File: src/rtl/ubds_pkg.sv
// ubds_pkg: shared types and constants for the uart baud divisor search
// used by ubds_if, ubds_div and uart_baud_divisor_search; no dependencies
`timescale 1ns / 1ps
`default_nettype none

package ubds_pkg;

	localparam int BaudW   = 25;
	localparam int ClkW    = 31;
	localparam int OsrW    = 6;
	localparam int SbrW    = 13;
	localparam int ErrW    = 31;
	localparam int DivW    = 32;
	localparam int DivCntW = $clog2(DivW);
	localparam int MulW    = BaudW + OsrW;

	localparam int unsigned SBR_MAX    = 8191;
	localparam int unsigned OSR_FIRST  = 4;
	localparam int unsigned OSR_LAST   = 32;
	localparam int unsigned BOTH_LIMIT = 8;
	localparam int unsigned PCT_DIV    = 100;
	localparam int unsigned CLK_RESET  = 8000000;

	typedef enum logic [3:0] {
		ST_IDLE,
		ST_MUL1,
		ST_DIV1,
		ST_WAIT1,
		ST_SBR,
		ST_MUL2,
		ST_DIV2,
		ST_WAIT2,
		ST_CMP,
		ST_DIV3,
		ST_WAIT3,
		ST_DONE
	} state_t;

	typedef struct packed {
		logic            start;
		logic [DivW-1:0] num;
		logic [DivW-1:0] den;
	} div_req_t;

	typedef struct packed {
		logic            done;
		logic [DivW-1:0] quo;
	} div_rsp_t;

endpackage

`default_nettype wire

File: src/rtl/ubds_if.sv
// ubds_if: valid/ready channel interfaces for request, result and clock config words
// depends on ubds_pkg
`timescale 1ns / 1ps
`default_nettype none

interface ubds_req_if
	import ubds_pkg::*;
();
	logic             valid;
	logic             ready;
	logic [BaudW-1:0] baud_rate;

	modport source (output valid, output baud_rate, input ready);
	modport sink (input valid, input baud_rate, output ready);
endinterface

interface ubds_rsp_if
	import ubds_pkg::*;
();
	logic            valid;
	logic            ready;
	logic [OsrW-1:0] oversample;
	logic [SbrW-1:0] divisor;
	logic            both_edge;
	logic [ErrW-1:0] baud_error;
	logic            supported;

	modport source (output valid, output oversample, output divisor, output both_edge,
		output baud_error, output supported, input ready);
	modport sink (input valid, input oversample, input divisor, input both_edge,
		input baud_error, input supported, output ready);
endinterface

interface ubds_cfg_if
	import ubds_pkg::*;
();
	logic            valid;
	logic            ready;
	logic [ClkW-1:0] source_clock_hz;

	modport source (output valid, output source_clock_hz, input ready);
	modport sink (input valid, input source_clock_hz, output ready);
endinterface

`default_nettype wire

File: src/rtl/uart_baud_divisor_search.sv
// uart_baud_divisor_search: best oversampling ratio and baud divisor for a requested rate
// depends on ubds_pkg, ubds_if and ubds_div
//
//  channel  dir   word                                                     handshake
//  req      in    baud_rate                                                valid/ready
//  rsp      out   oversample, divisor, both_edge, baud_error, supported    valid/ready
//  cfg      in    source_clock_hz                                          valid/ready
//
// one request searches 29 ratios and then runs one tail division before it returns to idle
// each ratio runs two divisions on the shared divider
// req.ready is high only while the sequencer is idle; cfg.ready is always high
// the result sits in an output register; a stalled rsp holds only the final hand-off
// reset sets source_clock_hz to 8000000 and clears the sequencer and rsp.valid
`timescale 1ns / 1ps
`default_nettype none

module uart_baud_divisor_search
	import ubds_pkg::*;
(
	input wire logic  clk,
	input wire logic  arst_n,
	ubds_req_if.sink   req,
	ubds_rsp_if.source rsp,
	ubds_cfg_if.sink   cfg
);

	state_t            state_q;
	state_t            state_d;
	logic [ClkW-1:0]   clk_hz_q;
	logic [BaudW-1:0]  baud_q;
	logic [OsrW-1:0]   osr_q;
	logic [SbrW-1:0]   sbr_q;
	logic [MulW-1:0]   mul_q;
	logic [DivW-1:0]   best_err_q;
	logic [OsrW-1:0]   best_osr_q;
	logic [SbrW-1:0]   best_sbr_q;
	logic [DivW-1:0]   pct_q;
	logic              rsp_valid_q;
	logic [OsrW-1:0]   rsp_osr_q;
	logic [SbrW-1:0]   rsp_sbr_q;
	logic              rsp_both_q;
	logic [ErrW-1:0]   rsp_err_q;
	logic              rsp_sup_q;

	div_req_t          div_req;
	div_rsp_t          div_rsp;
	logic              load_rsp;
	logic [BaudW-1:0]  mul_a;
	logic [DivW:0]     half;
	logic [SbrW-1:0]   sbr_new;
	logic [DivW-1:0]   err;
	logic [DivW-1:0]   baud_ext;
	logic [DivW+1:0]   tol;

	ubds_div u_div (
		.clk    (clk),
		.arst_n (arst_n),
		.req    (div_req),
		.rsp    (div_rsp)
	);

	assign baud_ext = DivW'(baud_q);
	assign mul_a    = (state_q == ST_MUL1) ? baud_q : BaudW'(sbr_q);
	assign half     = ({1'b0, div_rsp.quo} + 1'b1) >> 1;
	assign err      = (div_rsp.quo > baud_ext) ? (div_rsp.quo - baud_ext)
	                                           : (baud_ext - div_rsp.quo);
	assign tol      = {2'b00, pct_q} + {1'b0, pct_q, 1'b0};

	always_comb begin
		if (div_rsp.quo == '0) begin
			sbr_new = SbrW'(1);
		end else if (half > (DivW + 1)'(SBR_MAX)) begin
			sbr_new = SbrW'(SBR_MAX);
		end else begin
			sbr_new = half[SbrW-1:0];
		end
	end

	always_ff @(posedge clk or negedge arst_n) begin
		if (!arst_n) begin
			state_q     <= ST_IDLE;
			clk_hz_q    <= ClkW'(CLK_RESET);
			rsp_valid_q <= 1'b0;
		end else begin
			state_q <= state_d;
			if (cfg.valid && cfg.ready) begin
				clk_hz_q <= cfg.source_clock_hz;
			end
			if (load_rsp) begin
				rsp_valid_q <= 1'b1;
			end else if (rsp.ready) begin
				rsp_valid_q <= 1'b0;
			end
		end
	end

	always_comb begin
		state_d       = state_q;
		req.ready     = 1'b0;
		load_rsp      = 1'b0;
		div_req.start = 1'b0;
		div_req.num   = {clk_hz_q, 1'b0};
		div_req.den   = DivW'(mul_q);
		unique case (state_q)
			ST_IDLE: begin
				req.ready = 1'b1;
				if (req.valid) begin
					state_d = ST_MUL1;
				end
			end
			ST_MUL1: state_d = ST_DIV1;
			ST_DIV1: begin
				div_req.start = 1'b1;
				state_d       = ST_WAIT1;
			end
			ST_WAIT1: begin
				if (div_rsp.done) begin
					state_d = ST_SBR;
				end
			end
			ST_SBR:  state_d = ST_MUL2;
			ST_MUL2: state_d = ST_DIV2;
			ST_DIV2: begin
				div_req.start = 1'b1;
				div_req.num   = DivW'(clk_hz_q);
				state_d       = ST_WAIT2;
			end
			ST_WAIT2: begin
				if (div_rsp.done) begin
					state_d = ST_CMP;
				end
			end
			ST_CMP: begin
				state_d = (osr_q == OsrW'(OSR_LAST)) ? ST_DIV3 : ST_MUL1;
			end
			ST_DIV3: begin
				div_req.start = 1'b1;
				div_req.num   = baud_ext;
				div_req.den   = DivW'(PCT_DIV);
				state_d       = ST_WAIT3;
			end
			ST_WAIT3: begin
				if (div_rsp.done) begin
					state_d = ST_DONE;
				end
			end
			ST_DONE: begin
				if (!rsp_valid_q || rsp.ready) begin
					load_rsp = 1'b1;
					state_d  = ST_IDLE;
				end
			end
			default: state_d = ST_IDLE;
		endcase
	end

	always_ff @(posedge clk) begin
		unique case (state_q)
			ST_IDLE: begin
				if (req.valid) begin
					baud_q     <= req.baud_rate;
					osr_q      <= OsrW'(OSR_FIRST);
					best_err_q <= DivW'(req.baud_rate);
					best_osr_q <= '0;
					best_sbr_q <= '0;
				end
			end
			ST_MUL1, ST_MUL2: mul_q <= MulW'(mul_a) * MulW'(osr_q);
			ST_SBR: sbr_q <= sbr_new;
			ST_CMP: begin
				if (err <= best_err_q) begin
					best_err_q <= err;
					best_osr_q <= osr_q;
					best_sbr_q <= sbr_q;
				end
				osr_q <= osr_q + 1'b1;
			end
			ST_WAIT3: begin
				if (div_rsp.done) begin
					pct_q <= div_rsp.quo;
				end
			end
			default: begin
			end
		endcase
		if (load_rsp) begin
			rsp_osr_q  <= best_osr_q;
			rsp_sbr_q  <= best_sbr_q;
			rsp_both_q <= (best_osr_q >= OsrW'(OSR_FIRST)) && (best_osr_q < OsrW'(BOTH_LIMIT));
			rsp_err_q  <= best_err_q[ErrW-1:0];
			rsp_sup_q  <= ({2'b00, best_err_q} <= tol);
		end
	end

	assign cfg.ready      = 1'b1;
	assign rsp.valid      = rsp_valid_q;
	assign rsp.oversample = rsp_osr_q;
	assign rsp.divisor    = rsp_sbr_q;
	assign rsp.both_edge  = rsp_both_q;
	assign rsp.baud_error = rsp_err_q;
	assign rsp.supported  = rsp_sup_q;

	a_start_first_ratio: assert property (@(posedge clk) disable iff (!arst_n)
		(req.valid && req.ready) |=> (state_q == ST_MUL1 && osr_q == OsrW'(OSR_FIRST)))
		else $error("search did not start at the first ratio");

	a_ratio_range: assert property (@(posedge clk) disable iff (!arst_n)
		(state_q == ST_CMP) |-> (osr_q >= OsrW'(OSR_FIRST) && osr_q <= OsrW'(OSR_LAST)))
		else $error("ratio out of range during compare");

	a_sbr_range: assert property (@(posedge clk) disable iff (!arst_n)
		(state_q == ST_MUL2) |-> (sbr_q != '0 && sbr_q <= SbrW'(SBR_MAX)))
		else $error("divisor outside 1..max");

	a_none_kept: assert property (@(posedge clk) disable iff (!arst_n)
		$rose(rsp_valid_q) |-> ((rsp_osr_q == '0) == (rsp_sbr_q == '0)))
		else $error("ratio and divisor disagree on whether a candidate was kept");

	a_both_edge: assert property (@(posedge clk) disable iff (!arst_n)
		rsp_valid_q |-> (rsp_both_q == (rsp_osr_q >= OsrW'(OSR_FIRST)
			&& rsp_osr_q < OsrW'(BOTH_LIMIT))))
		else $error("both-edge flag does not follow the ratio");

endmodule

`default_nettype wire

File: src/rtl/ubds_div.sv
// ubds_div: shared 32-bit restoring divider, one quotient bit per cycle
// depends on ubds_pkg; a zero divisor gives an all-ones quotient
`timescale 1ns / 1ps
`default_nettype none

module ubds_div
	import ubds_pkg::*;
(
	input  wire logic     clk,
	input  wire logic     arst_n,
	input  wire div_req_t req,
	output div_rsp_t      rsp
);

	logic               busy_q;
	logic               done_q;
	logic [DivCntW-1:0] cnt_q;
	logic [DivW-1:0]    rem_q;
	logic [DivW-1:0]    acc_q;
	logic [DivW-1:0]    den_q;
	logic [DivW:0]      shifted;
	logic [DivW:0]      diff;
	logic               qbit;

	assign shifted = {rem_q, acc_q[DivW-1]};
	assign diff    = shifted - {1'b0, den_q};
	assign qbit    = (shifted >= {1'b0, den_q});

	always_ff @(posedge clk or negedge arst_n) begin
		if (!arst_n) begin
			busy_q <= 1'b0;
			done_q <= 1'b0;
			cnt_q  <= '0;
		end else begin
			done_q <= 1'b0;
			if (req.start && !busy_q) begin
				busy_q <= 1'b1;
				cnt_q  <= '0;
			end else if (busy_q) begin
				cnt_q <= cnt_q + 1'b1;
				if (cnt_q == DivCntW'(DivW - 1)) begin
					busy_q <= 1'b0;
					done_q <= 1'b1;
				end
			end
		end
	end

	always_ff @(posedge clk) begin
		if (req.start && !busy_q) begin
			rem_q <= '0;
			acc_q <= req.num;
			den_q <= req.den;
		end else if (busy_q) begin
			rem_q <= qbit ? diff[DivW-1:0] : shifted[DivW-1:0];
			acc_q <= {acc_q[DivW-2:0], qbit};
		end
	end

	assign rsp.done = done_q;
	assign rsp.quo  = acc_q;

	a_done_after_busy: assert property (@(posedge clk) disable iff (!arst_n)
		done_q |-> $past(busy_q))
		else $error("divider done without a running division");

	a_no_start_busy: assert property (@(posedge clk) disable iff (!arst_n)
		busy_q |-> !done_q)
		else $error("divider done while still busy");

	a_zero_den: assert property (@(posedge clk) disable iff (!arst_n)
		(req.start && !busy_q && req.den == '0) |-> ##(DivW + 1) (acc_q == '1))
		else $error("zero divisor did not give all-ones quotient");

endmodule

`default_nettype wire

File: src/flat_wrapper.sv
// flat-port wrapper written by rule: the top's interface ports become plain ports
module uart_baud_divisor_search_flat import ubds_pkg::*;
  (clk, arst_n, req_valid, req_baud_rate, req_ready, rsp_valid, rsp_oversample, rsp_divisor, rsp_both_edge, rsp_baud_error, rsp_supported, rsp_ready, cfg_valid, cfg_source_clock_hz, cfg_ready);
  ubds_req_if req_i ();
  ubds_rsp_if rsp_i ();
  ubds_cfg_if cfg_i ();
  input wire logic clk;
  input wire logic arst_n;
  input wire logic [$bits(req_i.valid)-1:0] req_valid;
  input wire logic [$bits(req_i.baud_rate)-1:0] req_baud_rate;
  output wire logic [$bits(req_i.ready)-1:0] req_ready;
  output wire logic [$bits(rsp_i.valid)-1:0] rsp_valid;
  output wire logic [$bits(rsp_i.oversample)-1:0] rsp_oversample;
  output wire logic [$bits(rsp_i.divisor)-1:0] rsp_divisor;
  output wire logic [$bits(rsp_i.both_edge)-1:0] rsp_both_edge;
  output wire logic [$bits(rsp_i.baud_error)-1:0] rsp_baud_error;
  output wire logic [$bits(rsp_i.supported)-1:0] rsp_supported;
  input wire logic [$bits(rsp_i.ready)-1:0] rsp_ready;
  input wire logic [$bits(cfg_i.valid)-1:0] cfg_valid;
  input wire logic [$bits(cfg_i.source_clock_hz)-1:0] cfg_source_clock_hz;
  output wire logic [$bits(cfg_i.ready)-1:0] cfg_ready;
  assign req_i.valid = req_valid;
  assign req_i.baud_rate = req_baud_rate;
  assign req_ready = req_i.ready;
  assign rsp_valid = rsp_i.valid;
  assign rsp_oversample = rsp_i.oversample;
  assign rsp_divisor = rsp_i.divisor;
  assign rsp_both_edge = rsp_i.both_edge;
  assign rsp_baud_error = rsp_i.baud_error;
  assign rsp_supported = rsp_i.supported;
  assign rsp_i.ready = rsp_ready;
  assign cfg_i.valid = cfg_valid;
  assign cfg_i.source_clock_hz = cfg_source_clock_hz;
  assign cfg_ready = cfg_i.ready;
  uart_baud_divisor_search u_core (.clk(clk), .arst_n(arst_n), .req(req_i), .rsp(rsp_i), .cfg(cfg_i));
endmodule
File: config.mk
export PLATFORM = sky130hd
export DESIGN_NAME = uart_baud_divisor_search_flat
export DESIGN_NICKNAME = d
export VERILOG_FILES = /design/src/rtl/ubds_pkg.sv /design/src/rtl/ubds_if.sv /design/src/rtl/uart_baud_divisor_search.sv /design/src/rtl/ubds_div.sv /design/src/flat_wrapper.sv
export SDC_FILE = /design/constraint.sdc
export NUM_CORES = 1
export LEC_CHECK = 0
export BUFFER_PORTS_ARGS = -buffer_cell sky130_fd_sc_hd__buf_2
export CORE_UTILIZATION = 50
export DETAILED_ROUTE_END_ITERATION = 8
export GPL_ROUTABILITY_DRIVEN = 0
export PLACE_DENSITY = 0.68
export SYNTH_ARGS = -nofsm -noshare
export SYNTH_HDL_FRONTEND = slang
export SYNTH_SLANG_ARGS = --single-unit
File: constraint.sdc
create_clock -name clk -period 22.9 [get_ports clk]
set_input_delay 2.29 -clock clk [delete_from_list [all_inputs] [get_ports clk]]
set_output_delay 2.29 -clock clk [all_outputs]
set_load 0.02 [all_outputs]
==> impl_results.md <==
* Critical Path Sink: u_core.mul_q[30]
* Placed inst area at 27400 um2
* Placed insts at around 3400
* Max_cap viols at 0
* Fillers at around 4400
* Fin crit share at between 20% and 30%
* Min Hold Slack at between 0.4 and 0.5 ns
* CTS buffer count at 42
* Overall power at roughly 1.5 mW
* Clock root buffer: clkbuf_16
* Max-slew headroom at the worst pin at 20.5%
* Leakage at between 10 and 15 nW
* Clock tree sinks at 348
* Pre-CTS WS at 16.53 ns
* Ys async rst share at between 10% and 20%
* WP data arrival at slightly below 7 ns
* H-Tree Depth at 2
* Via density at roughly 6.0
* Post-synth top flop: edfxtp_1
* Die H at around 230 um
* RR Endpoint: u_core.mul_q[30]
* FMAX at 155 MHz
* Routed via count at ~21000
* Cell variety after synth at between 80 and 90
* Post-synth EDFFs at between 200 and 300
* Ant. Diodes at 0
* DRT Pass-1 Iters at 6
* Initial DRC count at roughly 2000
* Vias in the first global route at about 20000
* Post-synth top area cell: edfxtp_1
* Post-layout util at 55.8%
* Synth area leaders: edfxtp_1 31%, ha_1 11%, fa_1 7.4%
* Site Rows at 83
* Initial antenna violation count at 2
* Max-slew violation count at 0
* Wire per inst at a little over 20 um
* Post-route minimum period at about 6.5 ns
* CTS tree: yes
* Layout cell share with drive strength beyond 1 at a little under an eighth
* Worst Setup End Kind: register
* Reg2reg setup slack at between 15 and 20 ns
* Unrepaired setup endpoints after global routing: false
* # Post-CTS Setup Buffers at 0
* Clk_lat worst skew at slightly below 0.6 ns
* Grt total ovfl at 0
* Fin nets at a little over 3000
* FF-to-FF path depth at 19
* Buffers on Ports at between 100 and 150
* Antenna violation net count after detailed routing at 0
* Final instance area at 28800 um2
* Final wirelength at roughly 69000 um
* Hold depth at 0
* Critical Path RT at ~23 ns
* Clock-pin slew on the worst setup and hold paths at 0.05 ns
* Sequential area share after synthesis at between 30% and 40%
* Hold Fails Final Rpt at 0
* Clk_skew at between 0.02 and 0.03 ns
* Top cell type's share of synthesized area at 31.2%
* Setup TNS at 0 ns
* Ports at 116
* Area delta synth->final at 9.58%
* Synth Area per Inst at approximately 10 um2
* PD cells at between 50 and 60 nW/um2
* Worst Tran Pin Value at ~1.2 ns
* Seq cells post-synth at 348
* Clock Tree Buf Depth at 3
* Largest net degree at the start of global routing at 64
* CP max FO at 26
* PnR worst setup slack at around 16 ns
* Worst Hold Class: reg -> reg
* Yosys warns at 0
* Worst setup path category: reg -> reg
* Post-CTS sizing at 0
* Hold Buf Count CTS at 0
* Post-Syn Nets at roughly 3100
* Synth Cell Area at about 26000 um2
* Outcome: finished, final reports clean
* DP Wirelength at between 50000 and 60000 um
* Setup Viol. Count Final at 0
* Gate Count Post-Synth at between 2000 and 3000
* First-pass GRT wire length at roughly 110000 um
* CP Launch Type: register
* Post-Layout Cell Count at ~3400
* Critical R2R Launch: u_core.state_q[0]
* Initial Util at about 50%
* # DRC at 0
* Total track usage at 26.2%
* Worst Setup SP: u_core.state_q[0]
* Area of the core at about 52000 um2
* Worst vdd ir at 0.0467 mV
* Die ar. at ~53000 um2
* Die Wd at between 200 and 250 um
area by class of cell:
class / count / area [um2] / area share, %
Tap cell: 680 / 851 / 2.95
Clock buffer: 56 / 1180 / 4.11
Clock inverter: 21 / 189 / 0.656
Multi-Input combinational cell: 1948 / 15000 / 51.9
Timing Repair Buffer: 137 / 743 / 2.58
Sequential cell: 348 / 9920 / 34.5
Inverter: 253 / 950 / 3.30
flip-flops by register name (all words and copies together) (netlist names), 4 cells and up:
signal	count
u_core.best_err_q	32
u_core.pct_q	32
u_core.u_div.acc_q	32
u_core.u_div.rem_q	32
u_core.clk_hz_q	31
u_core.mul_q	31
u_core.rsp.baud_error	31
u_core.u_div.den_q	31
u_core.baud_q	25
u_core.best_sbr_q	13
u_core.rsp.divisor	13
u_core.sbr_q	13
u_core.best_osr_q	6
u_core.osr_q	6
u_core.rsp.oversample	6
u_core.u_div.cnt_q	5
u_core.state_q	4
worst max-delay path, cell delays in order, from the launching register on:
cell and delay [ns]:
dfrtp_1 0.62, nand2b_1 0.28, nor3_2 0.16, buf_4 0.31, mux2i_1 0.47, nand2b_1 0.20
fa_1 0.44, fa_1 0.52, fa_1 0.55, inv_1 0.04, ha_1 0.35, o21ai_0 0.25
o21ai_0 0.14, a31oi_2 0.28, o21ai_1 0.26, a221o_1 0.44, o41a_1 0.38, a211o_1 0.28
a21oi_1 0.17, xnor2_1 0.08
where the power goes:
| group | switching, mW | internal (mW) |
|---|---|---|
| Combinational | 0.0663 | 0.0491 |
| Clock | 0.274 | 0.397 |
| Sequential | 0.0203 | 0.689 |
| Total | 0.360 | 1.14 |
routing by layer:
| metal | global-route usage, % | routed length, um |
|---|---|---|
| met5 | 0 | 12 |
| met3 | 5.36 | 6130 |
| met4 | 9.09 | 2360 |
| met2 | 39.5 | 30200 |
| met1 | 37.2 | 30500 |
worst min path at each step:
| stage | to | slack (ns) | startpoint |
|---|---|---|---|
| 6_report | u_core.rsp.divisor[6] | 0.42 | u_core.best_sbr_q[6] |
| 3_5_place_dp | u_core.rsp.divisor[6] | 0.40 | u_core.best_sbr_q[6] |
| 2_1_floorplan | u_core.rsp.divisor[0] | 0.40 | u_core.best_sbr_q[0] |
| 3_3_place_gp | u_core.rsp.divisor[3] | 0.41 | u_core.best_sbr_q[3] |
| 4_1_cts | u_core.rsp.divisor[6] | 0.42 | u_core.best_sbr_q[6] |
| 5_1_grt | u_core.rsp.divisor[11] | 0.43 | u_core.best_sbr_q[11] |
cells in the final DEF (no fill, tap or decap), types with 9 or more instances in the layout:
cell type | Yosys | layout
o21bai_1 | 21 | 21
o21a_1 | 23 | 23
o211ai_1 | 11 | 11
nor3_1 | 54 | 48
or2_2 | 10 | 10
a31oi_1 | 49 | 49
and4_1 | 9 | 9
clkbuf_16 | 0 | 43
mux2_2 | 78 | 78
ha_1 | 223 | 223
fa_1 | 97 | 97
a22oi_1 | 28 | 28
o21ai_0 | 96 | 96
xnor2_1 | 83 | 83
nor2b_1 | 22 | 22
inv_1 | 253 | 253
or3_1 | 12 | 12
xor2_1 | 37 | 37
a211oi_1 | 19 | 19
a32oi_1 | 9 | 9
dfrtp_1 | 36 | 35
dfxtp_1 | 32 | 32
a22o_1 | 15 | 15
nand4_1 | 36 | 36
a21o_1 | 77 | 77
nand3_1 | 51 | 51
nand2b_1 | 26 | 26
mux2i_1 | 43 | 43
nor2_1 | 152 | 148
buf_4 | 6 | 23
a21oi_1 | 139 | 139
edfxtp_1 | 273 | 273
and2_1 | 89 | 89
and3_1 | 28 | 28
buf_2 | 9 | 114
nand2_1 | 276 | 276
nor4_1 | 19 | 17
synth_stat cells, drive strengths merged (5+ instances only):
| cell type | instances |
|---|---|
| nand2 | 276 |
| edfxtp | 273 |
| inv | 253 |
| ha | 223 |
| nor2 | 153 |
| a21oi | 142 |
| o21ai | 103 |
| fa | 97 |
| clkbuf | 96 |
| and2 | 89 |
| xnor2 | 83 |
| mux2 | 82 |
| a21o | 77 |
| nor3 | 56 |
| nand3 | 51 |
| a31oi | 50 |
| mux2i | 43 |
| xor2 | 37 |
| dfrtp | 36 |
| nand4 | 36 |
| dfxtp | 32 |
| a22oi | 28 |
| and3 | 28 |
| buf | 26 |
| nand2b | 26 |
| o21a | 23 |
| nor2b | 22 |
| o21bai | 21 |
| a211oi | 20 |
| nor4 | 20 |
| a22o | 15 |
| or3 | 12 |
| o211ai | 11 |
| or2 | 10 |
| a32oi | 9 |
| and4 | 9 |
| o31ai | 8 |
| dfstp | 7 |
| nor4b | 6 |
| o2111ai | 6 |
| o31a | 6 |
| a211o | 5 |
| a31o | 5 |
| a41oi | 5 |
| o22ai | 5 |
logic make-up after synthesis:
family,share of synthesized area (%)
buffers and inverters,5.63
AO/OA/AOI/OAI,14.6
XOR/XNOR,4.00
other,0.0143
adder cells (fa/ha/maj),18.0
AND/OR/NAND/NOR,14.8
multiplexers,5.15
flip-flops,37.8
Note: power is estimated with default switching activity, not from simulation.
